$ cat src/design/rcs_pkg.sv
package rcs_pkg;
  localparam int unsigned Channels   = 3;
  localparam int unsigned MaxPixels  = 4194304;
  localparam int unsigned CountW     = 23;
  localparam int unsigned SumW       = 30;
  localparam int unsigned SqW        = 54;
  localparam int unsigned SampleW    = 8;
  localparam int unsigned RefW       = 16;
  localparam int unsigned MeanW      = 16;
  localparam int unsigned MseW       = 24;
  // dividends: mean 38 bits (sum<<8), mse 54 bits; one shared divider of 54 bits
  localparam int unsigned DivW       = 54;
  localparam int unsigned DivorW     = 31;
  localparam int unsigned DivCntW    = 6;
  localparam int unsigned ChIdxW     = 2;
  localparam logic [1:0] RegRedIdx   = 2'd0;
  localparam logic [1:0] RegGreenIdx = 2'd1;
  localparam logic [1:0] RegBlueIdx  = 2'd2;

  typedef struct packed {
    logic clear;
    logic add;
  } rcs_lane_ctl_t;
endpackage

$ cat src/design/rcs_lane.sv
module rcs_lane (
  input  logic                             clk,
  input  logic                             rst_n,
  input  rcs_pkg::rcs_lane_ctl_t           ctl,
  input  logic [rcs_pkg::SampleW-1:0]      sample,
  input  logic [rcs_pkg::RefW-1:0]         ref_mean,
  output logic [rcs_pkg::SumW-1:0]         sum,
  output logic [rcs_pkg::SqW-1:0]          sq_sum,
  output logic [rcs_pkg::SampleW-1:0]      peak
);
  import rcs_pkg::*;

  logic [SumW-1:0]    sum_r, sum_nxt;
  logic [SqW-1:0]     sq_r, sq_nxt;
  logic [SampleW-1:0] peak_r, peak_nxt;
  logic [RefW-1:0]    fx, diff;
  logic [2*RefW-1:0]  sq;

  always_comb begin
    fx   = {sample, 8'd0};
    diff = (fx >= ref_mean) ? fx - ref_mean : ref_mean - fx;
    sq   = diff * diff;
    sum_nxt  = sum_r;
    sq_nxt   = sq_r;
    peak_nxt = peak_r;
    if (ctl.add) begin
      sum_nxt  = sum_r + SumW'(sample);
      sq_nxt   = sq_r + SqW'(sq);
      peak_nxt = (sample > peak_r) ? sample : peak_r;
    end
  end

  always_ff @(posedge clk) begin
    if (!rst_n || ctl.clear) begin
      sum_r  <= '0;
      sq_r   <= '0;
      peak_r <= '0;
    end else begin
      sum_r  <= sum_nxt;
      sq_r   <= sq_nxt;
      peak_r <= peak_nxt;
    end
  end

  // totals including the pixel being accepted this cycle
  assign sum    = sum_nxt;
  assign sq_sum = sq_nxt;
  assign peak   = peak_nxt;
endmodule

$ cat src/design/rcs_div.sv
module rcs_div (
  input  logic                          clk,
  input  logic                          rst_n,
  input  logic                          start,
  input  logic [rcs_pkg::DivW-1:0]      dividend,
  input  logic [rcs_pkg::DivorW-1:0]    divisor,
  output logic                          busy,
  output logic [rcs_pkg::DivW-1:0]      quotient
);
  import rcs_pkg::*;

  logic [DivW-1:0]    q_r, q_nxt;
  logic [DivorW:0]    rem_r, rem_nxt;
  logic [DivorW-1:0]  d_r;
  logic [DivCntW-1:0] cnt_r;
  logic               busy_r;
  logic [DivorW+1:0]  trial;

  // restoring division, one quotient bit per cycle
  always_comb begin
    trial   = {rem_r, q_r[DivW-1]} - {2'b00, d_r};
    q_nxt   = {q_r[DivW-2:0], ~trial[DivorW+1]};
    rem_nxt = trial[DivorW+1] ? {rem_r[DivorW-1:0], q_r[DivW-1]} : trial[DivorW:0];
  end

  always_ff @(posedge clk) begin
    if (!rst_n) begin
      busy_r <= 1'b0;
      cnt_r  <= '0;
    end else if (start) begin
      busy_r <= 1'b1;
      cnt_r  <= DivCntW'(DivW - 1);
      q_r    <= dividend;
      rem_r  <= '0;
      d_r    <= divisor;
    end else if (busy_r) begin
      q_r   <= q_nxt;
      rem_r <= rem_nxt;
      cnt_r <= cnt_r - 1'b1;
      if (cnt_r == '0) begin
        busy_r <= 1'b0;
      end
    end
  end

  assign busy     = busy_r;
  assign quotient = q_r;
endmodule

$ cat src/design/rgb_channel_statistics_top.sv
// Per-frame RGB statistics. One pixel transaction per cycle is accepted while
// a frame streams in; three channel lanes accumulate sum, squared error versus
// ref_mean_* and peak. The transaction carrying last_pixel closes the frame:
// the lane totals are latched and the lanes cleared, and a shared 54-bit
// restoring divider then produces six quotients (three means, three MSEs)
// one after another, each by load, 54 steps and write back, so in_stall
// is held high until the result is registered. The result transaction
// then waits in an output register; a closing pixel is held off until that
// result has left. Pixels beyond 4194304 in a frame are dropped. Config
// writes are taken at any time; write them idle.
module rgb_channel_statistics_top (
  input  logic        clk,
  input  logic        rst_n,
  input  logic        in_valid,
  output logic        in_stall,
  input  logic [7:0]  in_red_value,
  input  logic [7:0]  in_green_value,
  input  logic [7:0]  in_blue_value,
  input  logic        in_last_pixel,
  output logic        out_valid,
  input  logic        out_stall,
  output logic [15:0] out_mean_red,
  output logic [15:0] out_mean_green,
  output logic [15:0] out_mean_blue,
  output logic [23:0] out_mse_red,
  output logic [23:0] out_mse_green,
  output logic [23:0] out_mse_blue,
  output logic [7:0]  out_peak_red,
  output logic [7:0]  out_peak_green,
  output logic [7:0]  out_peak_blue,
  input  logic        cfg_valid,
  output logic        cfg_ready,
  input  logic [1:0]  cfg_index,
  input  logic [15:0] cfg_data
);
  import rcs_pkg::*;

  typedef enum logic [1:0] {S_RUN, S_LOAD, S_WAIT, S_OUT} state_t;

  state_t state_r;
  logic [RefW-1:0]    ref_r [Channels];
  logic [SampleW-1:0] samp [Channels];
  logic [SumW-1:0]    sum [Channels];
  logic [SqW-1:0]     sqs [Channels];
  logic [SampleW-1:0] pk [Channels];
  logic [SumW-1:0]    fsum_r [Channels];
  logic [SqW-1:0]     fsq_r [Channels];
  logic [CountW-1:0]  cnt_r, fcnt_r;
  logic [MeanW-1:0]   mean_r [Channels];
  logic [MseW-1:0]    mse_r [Channels];
  logic [SampleW-1:0] peak_r [Channels];
  logic [2:0]         job_r;
  logic               out_valid_r;
  logic               accept, keep, div_start, div_busy;
  logic [DivW-1:0]    dvd, quo;
  logic [DivorW-1:0]  dvs;
  logic [ChIdxW-1:0]  ch;
  rcs_lane_ctl_t      ctl;

  assign in_stall  = (state_r != S_RUN) || out_valid_r && in_last_pixel;
  assign accept    = in_valid && !in_stall;
  assign keep      = cnt_r < CountW'(MaxPixels);
  assign ctl.add   = accept && keep;
  assign ctl.clear = accept && in_last_pixel;
  assign cfg_ready = 1'b1;
  assign samp[0] = in_red_value;
  assign samp[1] = in_green_value;
  assign samp[2] = in_blue_value;

  // lane outputs already include the pixel accepted this cycle
  for (genvar g = 0; g < Channels; g++) begin : g_lane
    rcs_lane u_lane (
      .clk, .rst_n, .ctl, .sample(samp[g]), .ref_mean(ref_r[g]),
      .sum(sum[g]), .sq_sum(sqs[g]), .peak(pk[g])
    );
  end

  // jobs 0..2 mean of channel job, 3..5 mse of channel job-3
  always_comb begin
    ch = (job_r >= 3'd3) ? ChIdxW'(job_r - 3'd3) : ChIdxW'(job_r);
    if (job_r >= 3'd3) begin
      dvd = fsq_r[ch];
      dvs = {fcnt_r, 8'd0};
    end else begin
      dvd = DivW'({fsum_r[ch], 8'd0});
      dvs = DivorW'(fcnt_r);
    end
  end
  assign div_start = (state_r == S_LOAD);

  rcs_div u_div (
    .clk, .rst_n, .start(div_start), .dividend(dvd), .divisor(dvs),
    .busy(div_busy), .quotient(quo)
  );

  always_ff @(posedge clk) begin
    if (!rst_n) begin
      state_r     <= S_RUN;
      out_valid_r <= 1'b0;
      cnt_r       <= '0;
      job_r       <= '0;
      for (int i = 0; i < Channels; i++) ref_r[i] <= '0;
    end else begin
      if (cfg_valid && cfg_ready) begin
        unique case (cfg_index)
          RegRedIdx:   ref_r[0] <= cfg_data;
          RegGreenIdx: ref_r[1] <= cfg_data;
          RegBlueIdx:  ref_r[2] <= cfg_data;
          default: ;
        endcase
      end
      if (out_valid_r && !out_stall) out_valid_r <= 1'b0;
      unique case (state_r)
        S_RUN: begin
          if (ctl.clear) begin
            for (int i = 0; i < Channels; i++) begin
              fsum_r[i] <= sum[i];
              fsq_r[i]  <= sqs[i];
              peak_r[i] <= pk[i];
            end
            fcnt_r  <= keep ? cnt_r + 1'b1 : cnt_r;
            cnt_r   <= '0;
            job_r   <= '0;
            state_r <= S_LOAD;
          end else if (ctl.add) begin
            cnt_r <= cnt_r + 1'b1;
          end
        end
        S_LOAD: state_r <= S_WAIT;
        S_WAIT: begin
          if (!div_busy) begin
            if (job_r >= 3'd3) mse_r[ch] <= (fcnt_r == '0) ? '0 : MseW'(quo);
            else mean_r[ch] <= (fcnt_r == '0) ? '0 : MeanW'(quo);
            if (job_r == 3'd5) begin
              state_r <= S_OUT;
            end else begin
              job_r   <= job_r + 1'b1;
              state_r <= S_LOAD;
            end
          end
        end
        S_OUT: begin
          if (!out_valid_r || !out_stall) begin
            out_valid_r <= 1'b1;
            state_r     <= S_RUN;
          end
        end
        default: state_r <= S_RUN;
      endcase
    end
  end

  assign out_valid      = out_valid_r;
  assign out_mean_red   = mean_r[0];
  assign out_mean_green = mean_r[1];
  assign out_mean_blue  = mean_r[2];
  assign out_mse_red    = mse_r[0];
  assign out_mse_green  = mse_r[1];
  assign out_mse_blue   = mse_r[2];
  assign out_peak_red   = peak_r[0];
  assign out_peak_green = peak_r[1];
  assign out_peak_blue  = peak_r[2];

`ifndef SYNTH
  a_stall_busy: assert property (@(posedge clk) disable iff (!rst_n)
    (state_r == S_WAIT) |-> in_stall) else $error("accept during divide");
  a_out_after: assert property (@(posedge clk) disable iff (!rst_n)
    $rose(out_valid_r) |-> $past(state_r == S_OUT)) else $error("spurious result");
  a_cnt_cap: assert property (@(posedge clk) disable iff (!rst_n)
    cnt_r <= CountW'(MaxPixels)) else $error("count overrun");
`endif
endmodule

$ cat config.mk
export PLATFORM = sky130hd
export DESIGN_NAME = rgb_channel_statistics_top
export DESIGN_NICKNAME = d
export VERILOG_FILES = /design/src/design/rcs_pkg.sv /design/src/design/rcs_lane.sv /design/src/design/rcs_div.sv /design/src/design/rgb_channel_statistics_top.sv
export SDC_FILE = /design/constraint.sdc
export NUM_CORES = 2
export LEC_CHECK = 0
export BUFFER_PORTS_ARGS = -buffer_cell sky130_fd_sc_hd__buf_2
export CORE_AREA = 2 2 324 326
export DETAILED_ROUTE_END_ITERATION = 6
export DIE_AREA = 0 0 326 328
export PLACE_DENSITY = 0.85
export SKIP_LAST_GASP = 1
export SLEW_MARGIN = 40
export SYNTH_ARGS = -nofsm -noshare
export SYNTH_HDL_FRONTEND = slang
export SYNTH_SLANG_ARGS = --single-unit
$ cat constraint.sdc
create_clock -name clk -period 15.8 [get_ports clk]
set_input_delay 0.79 -clock clk [delete_from_list [all_inputs] [get_ports clk]]
set_output_delay 0.79 -clock clk [all_outputs]
set_load 0.05 [all_outputs]
### Word-level counts from Yosys, hierarchy flattened

Memories as Yosys holds them, arrays and structs flattened.
Index checks and enable logic that the tools add are counted.

| storage, ports and cells | value |
|---|---|
| register bits after elaboration | 452 |
| memory bits (writable) | 444 |
| bits of input ports | 48 |
| output and inout port bits | 147 |
| memories | 6 |

| cells by class | value |
|---|---|
| add/sub/neg operators | 17 |
| $mul | 3 |
| $lt $le $gt $ge | 8 |
| equality and inequality tests | 10 |
| mux-type cells | 74 |
| bitwise gates (word level) | 5 |
| reduce and logical (&&, ||, !) cells | 27 |

Memories:

| memory | depth | width | rd ports | clocked after Yosys merged registers in | wr ports | line | RTL |
|---|---|---|---|---|---|---|---|
| fsq_r | 3 | 54 | 1 | 0 | 3 | rgb_channel_statistics_top.sv:47 | `logic [SqW-1:0] fsq_r [Channels];` |
| fsum_r | 3 | 30 | 1 | 0 | 3 | rgb_channel_statistics_top.sv:46 | `logic [SumW-1:0] fsum_r [Channels];` |
| mse_r | 3 | 24 | 3 | 0 | 1 | rgb_channel_statistics_top.sv:50 | `logic [MseW-1:0] mse_r [Channels];` |
| mean_r | 3 | 16 | 3 | 0 | 1 | rgb_channel_statistics_top.sv:49 | `logic [MeanW-1:0] mean_r [Channels];` |
| ref_r | 3 | 16 | 3 | 0 | 3 | rgb_channel_statistics_top.sv:41 | `logic [RefW-1:0] ref_r [Channels];` |
| peak_r | 3 | 8 | 3 | 0 | 3 | rgb_channel_statistics_top.sv:51 | `logic [SampleW-1:0] peak_r [Channels];` |

Operators with widths:

| operator | number |
|---|---|
| $mux W54 | 6 |
| $add A54 B32 Y54 | 3 |
| $mux W16 | 7 |
| $mul A16 B16 Y32 | 3 |
| $sub A16 B16 Y16 | 6 |
| $mux W23 | 4 |
| $add A30 B8 Y30 | 3 |
| $mux W30 | 3 |
| $mux W32 | 2 |
| $ge A16 B16 Y1 | 3 |
| $mux W8 | 6 |
| $mux W1 | 33 |
| $sub A33 B31 Y33 | 1 |
| $gt A8 B8 Y1 | 3 |
| $mux W24 | 1 |
| $add A23 B1 Y23 const B | 1 |
| $logic_not A23 Y1 | 1 |
| $lt A23 B23 Y1 const B | 1 |
| $mux W6 | 2 |
| $mux W2 | 5 |
| $mux W3 | 3 |
| $pmux W2 S4 | 1 |
| $reduce_bool A2 Y1 | 4 |
| $eq A2 B2 Y1 const B | 3 |
| 20 further kinds | 39 |

### Longest topological paths before layout

| logic depth | value |
|---|---|
| depth in word-level cells | 9 |
| depth in mapped cells | 36 |
| gate-level depth less buffers | 34 |

### Modules after synthesis

A second synthesis with hierarchy kept.

| second synthesis, totals | value |
|---|---|
| cells, all modules | 6937 |
| area, all modules | 68493.2 sq um |

By module, submodules not included:

| module | times used | cells each | area each (sq um) | sequential area each (sq um) |
|---|---|---|---|---|
| rgb_channel_statistics_top | 1 | 1254 | 18813.0 | 14604.0 |
| rcs_lane (g_lane[1].u_lane) | 1 | 1746 | 14625.3 | 1841.8 |
| rcs_lane (g_lane[2].u_lane) | 1 | 1671 | 14118.5 | 1841.8 |
| rcs_lane (g_lane[0].u_lane) | 1 | 1669 | 14107.3 | 1841.8 |
| rcs_div | 1 | 597 | 6829.0 | 3653.5 |

### Least setup slack after synthesis

OpenSTA, ideal clock, no wires.

| timing path | value |
|---|---|
| kind | input-to-reg |
| from | input in_last_pixel |
| to | memory fsq_r[0][0], enable pin |
| library setup time | 920 ps |
| data arrival time | 12685 ps |
| path slack | 2195 ps |
| cell stages on the path | 3 |
| path buffers | 0 |
| path through | a211oi_2 nand3_1 nor2_1 |

RTL lines:

| what | line | RTL |
|---|---|---|
| start: declaration | rgb_channel_statistics_top.sv:19 | `input logic in_last_pixel,` |
| end: declaration | rgb_channel_statistics_top.sv:47 |  |

==> results.sh <==
export IMPL_status="complete, but fails checks"
export IMPL_failed_checks="design-rule violations"
export IMPL_core_area_um2=103000
export IMPL_wirelength_um=171000
export IMPL_max_freq_mhz=99.0
export IMPL_rows=118
export IMPL_setup_viol_count_final=0
export IMPL_portBuffers=193
export IMPL_worstMarginPinSlew_ns=0.870
export IMPL_synth_nets=7747
export IMPL_timing_final_ws_setup_ns=5.70
export IMPL_root_buffer="clkbuf_16"
export IMPL_worstHoldEndpoint="out_valid"
export IMPL_ant_nets=0
export IMPL_hold_viol_final=0
export IMPL_cp_arrival_ns=10.52
export IMPL_cts_max_level=3
export IMPL_drive_gt1_frac=0.0738
export IMPL_synth_warnings=0
export IMPL_grt_max_degree=130
export IMPL_hold_path_class="in2reg"
export IMPL_synthesis_area_um2=65900
export IMPL_hold_buffers=0
export IMPL_place_inst=8055
export IMPL_timing_final_crit_period_ns=10.10
export IMPL_grt_setup_unrepaired="no"
export IMPL_fin_cells=8226
export IMPL_routabilityCongestion=1.01
export IMPL_cts_setup_buffers=0
export IMPL_crit_top_cell="fa_1"
export IMPL_dpl_hpwl_um=130000
export IMPL_crit_family="adder cells"
export IMPL_die_w_um=326
export IMPL_required_ns=16.22
export IMPL_overflow=0
export IMPL_cts_resized_gates=0
export IMPL_clk_path_buf_depth=3
export IMPL_seq_area_frac_synth=0.361
export IMPL_finalSetupTns_ns=0
export IMPL_ioPinCount=195
export IMPL_skew_ns=0.0608
export IMPL_start_util=0.638
export IMPL_top_layer_used="met5"
export IMPL_track_usage=0.323
export IMPL_route_met3_wl_um=15700
export IMPL_cts_buffers=91
export IMPL_yosysTopAreaCell="edfxtp_1"
export IMPL_wl_met2_um=80300
export IMPL_die_h_um=328
export IMPL_fin_crit_sh=0.639
export IMPL_antenna_cells=0
export IMPL_post_dp_cell_area_um2=68400
export IMPL_clkLatencyLatePin_ns=0.69
export IMPL_critical_path_buf_inv_count=6
export IMPL_synthFlopType="edfxtp_1"
export IMPL_drt_iter0_markers=4931
export IMPL_max_stage_delay_ns=0.62
export IMPL_path_class="reg2reg"
export IMPL_drc=2
export IMPL_clk_transition_reported_paths_ns=0.06
export IMPL_synth_top_area_frac=0.266
export IMPL_fill_cells=7414
export IMPL_hold_start="out_stall"
export IMPL_dpl_worst_slack_ns=5.66
export IMPL_grt_pass1_wl_um=271000
export IMPL_r2r_start="ref_r[0][16]"
export IMPL_startpoint_type="flip-flop"
export IMPL_slew_headroom=0.405
export IMPL_syn_area_per_cell_um2=9.89
export IMPL_hold_path_depth=3
export IMPL_synth_edf_count=584
export IMPL_synthCells=6658
export IMPL_seq_area_um2=23800
export IMPL_synth_area_top_cells="edfxtp_1 (27%), fa_1 (18%), dfxtp_1 (9.5%), ha_1 (8.7%), inv_1 (6.6%)"
export IMPL_final_area_um2=71500
export IMPL_async_flop_share=0
export IMPL_cp_end_kind="flip-flop"
export IMPL_area_growth_pct=8.52
export IMPL_wl_per_cell_um=20.8
export IMPL_reg2reg_to="fsq_r[1][45]"
export IMPL_worstPathMaxFanout=20
export IMPL_synth_seq_cells=896
export IMPL_antenna_found_initial=4
export IMPL_slowest_stage="a2111oi_0"
export IMPL_slew_viol_final=0
export IMPL_dr_pass1_iters=7
export IMPL_wl_met1_um=66200
export IMPL_clkSinkCount=896
export IMPL_layout_nets=7858
export IMPL_multiInputGateArea_um2=36900
export IMPL_r2r_cells=29
export IMPL_cts_tree="yes"
export IMPL_maxCapViolations=0
export IMPL_synth_distinct_cells=95
export IMPL_dieArea_um2=107000
export IMPL_r2r_setup_slack_ns=5.70
export IMPL_vias_per_cell=5.89
export IMPL_vias=48429
export IMPL_first_global_vias=49897
## Yosys cell counts, drive strengths merged (54+ instances only)
| cell type | instances |
|---|---|
| nand3 | 98 |
| clkbuf | 183 |
| a21oi | 276 |
| nor3 | 54 |
| mux2i | 109 |
| nand4 | 62 |
| nand2 | 736 |
| dfxtp | 312 |
| a21o | 79 |
| xnor2 | 207 |
| nor2 | 402 |
| o21ai | 227 |
| and2 | 285 |
| inv | 1171 |
| nor2b | 67 |
| o211ai | 78 |
| a31oi | 57 |
| ha | 458 |
| fa | 583 |
| xor2 | 138 |
| edfxtp | 584 |
## worst register-to-register path: cells and delay by family, from the launching register on
| kind | cells | cell delay, ns |
|---|---|---|
| AOI/OAI and AO/OA | 7 | 2.34 |
| buffers and inverters | 6 | 0.91 |
| and+or+nand+nor | 6 | 1.79 |
| DFF | 1 | 0.61 |
| adders and majority gates | 8 | 3.55 |
| xor gates and xnor gates | 2 | 0.66 |
## flip-flops by register name, indices dropped and copies added, names as in the netlist
name	flops
fsq_r	162
u_div.rem_r	32
ref_r	48
job_r	3
mean_r	48
g_lane.u_lane.sum_r	90
mse_r	72
fsum_r	90
u_div.cnt_r	6
u_div.quotient	54
state_r	2
g_lane.u_lane.sq_r	162
out_valid	1
fcnt_r	23
cnt_r	23
peak_r	24
g_lane.u_lane.peak_r	24
u_div.busy	1
u_div.d_r	31
## metrics by stage
step	utilization	hold WS [ns]
2_1_floorplan	-	0.458
3_3_place_gp	0.661	0.467
3_5_place_dp	0.662	0.477
4_1_cts	0.692	0.384
5_1_grt	0.693	0.423
6_report	0.693	0.413
## cells in the final DEF (no fill, tap or decap), types with 78 or more instances in the layout
master and instances:
clkbuf_16 93, mux2i_1 109, nand3_1 96, dfxtp_1 312, o21ai_0 214, xnor2_1 198, xor2_1 136, nor2_1 396
a21oi_1 272, edfxtp_1 584, and2_1 284, buf_2 193, ha_1 458, nand2_1 730, inv_1 1162, fa_1 583
a21o_1 79, o211ai_1 78
## final cells by class
type,instances,share of cell area
flip-flops and latches,896,0.333
clock buffers,118,0.0351
well taps,1380,0.0242
repair buffers,253,0.0219
clock inverters,52,0.00798
multi-input cells,4350,0.516
inverters,1177,0.0618
## worst max path at each step
stage,startpoint,to,cells past startpoint
final,ref_r[0][16],fsq_r[1][45],29
after global routing,ref_r[0][16],g_lane[1].u_lane.sq_r[51],29
after CTS,ref_r[0][16],g_lane[1].u_lane.sq_r[41],30
after detailed placement,in_green_value[1],g_lane[1].u_lane.sq_r[35],31
after global placement,in_green_value[1],fsq_r[1][51],30
after floorplan,in_last_pixel,fsq_r[0][0],3
## cells by family after synthesis
logic type,after synthesis,synth area share
and+or+nand+nor,1883,0.135
xor gates and xnor gates,345,0.0468
buffers and inverters,1412,0.0817
adders and majority gates,1041,0.264
DFF,896,0.361
muxes,122,0.0188
other,1,0.0000569
AOI/OAI and AO/OA,958,0.0926
## per-layer routing
layer  GRT usage  vias to the layer above
met1       0.417                    23672
met3      0.0613                      446
met2       0.529                     2336
li1            -                    21967
met5           0                        -
met4       0.149                        8
Power is not shown: default switching activity piles up to over one toggle a cycle in this logic, so the estimate is an artifact.
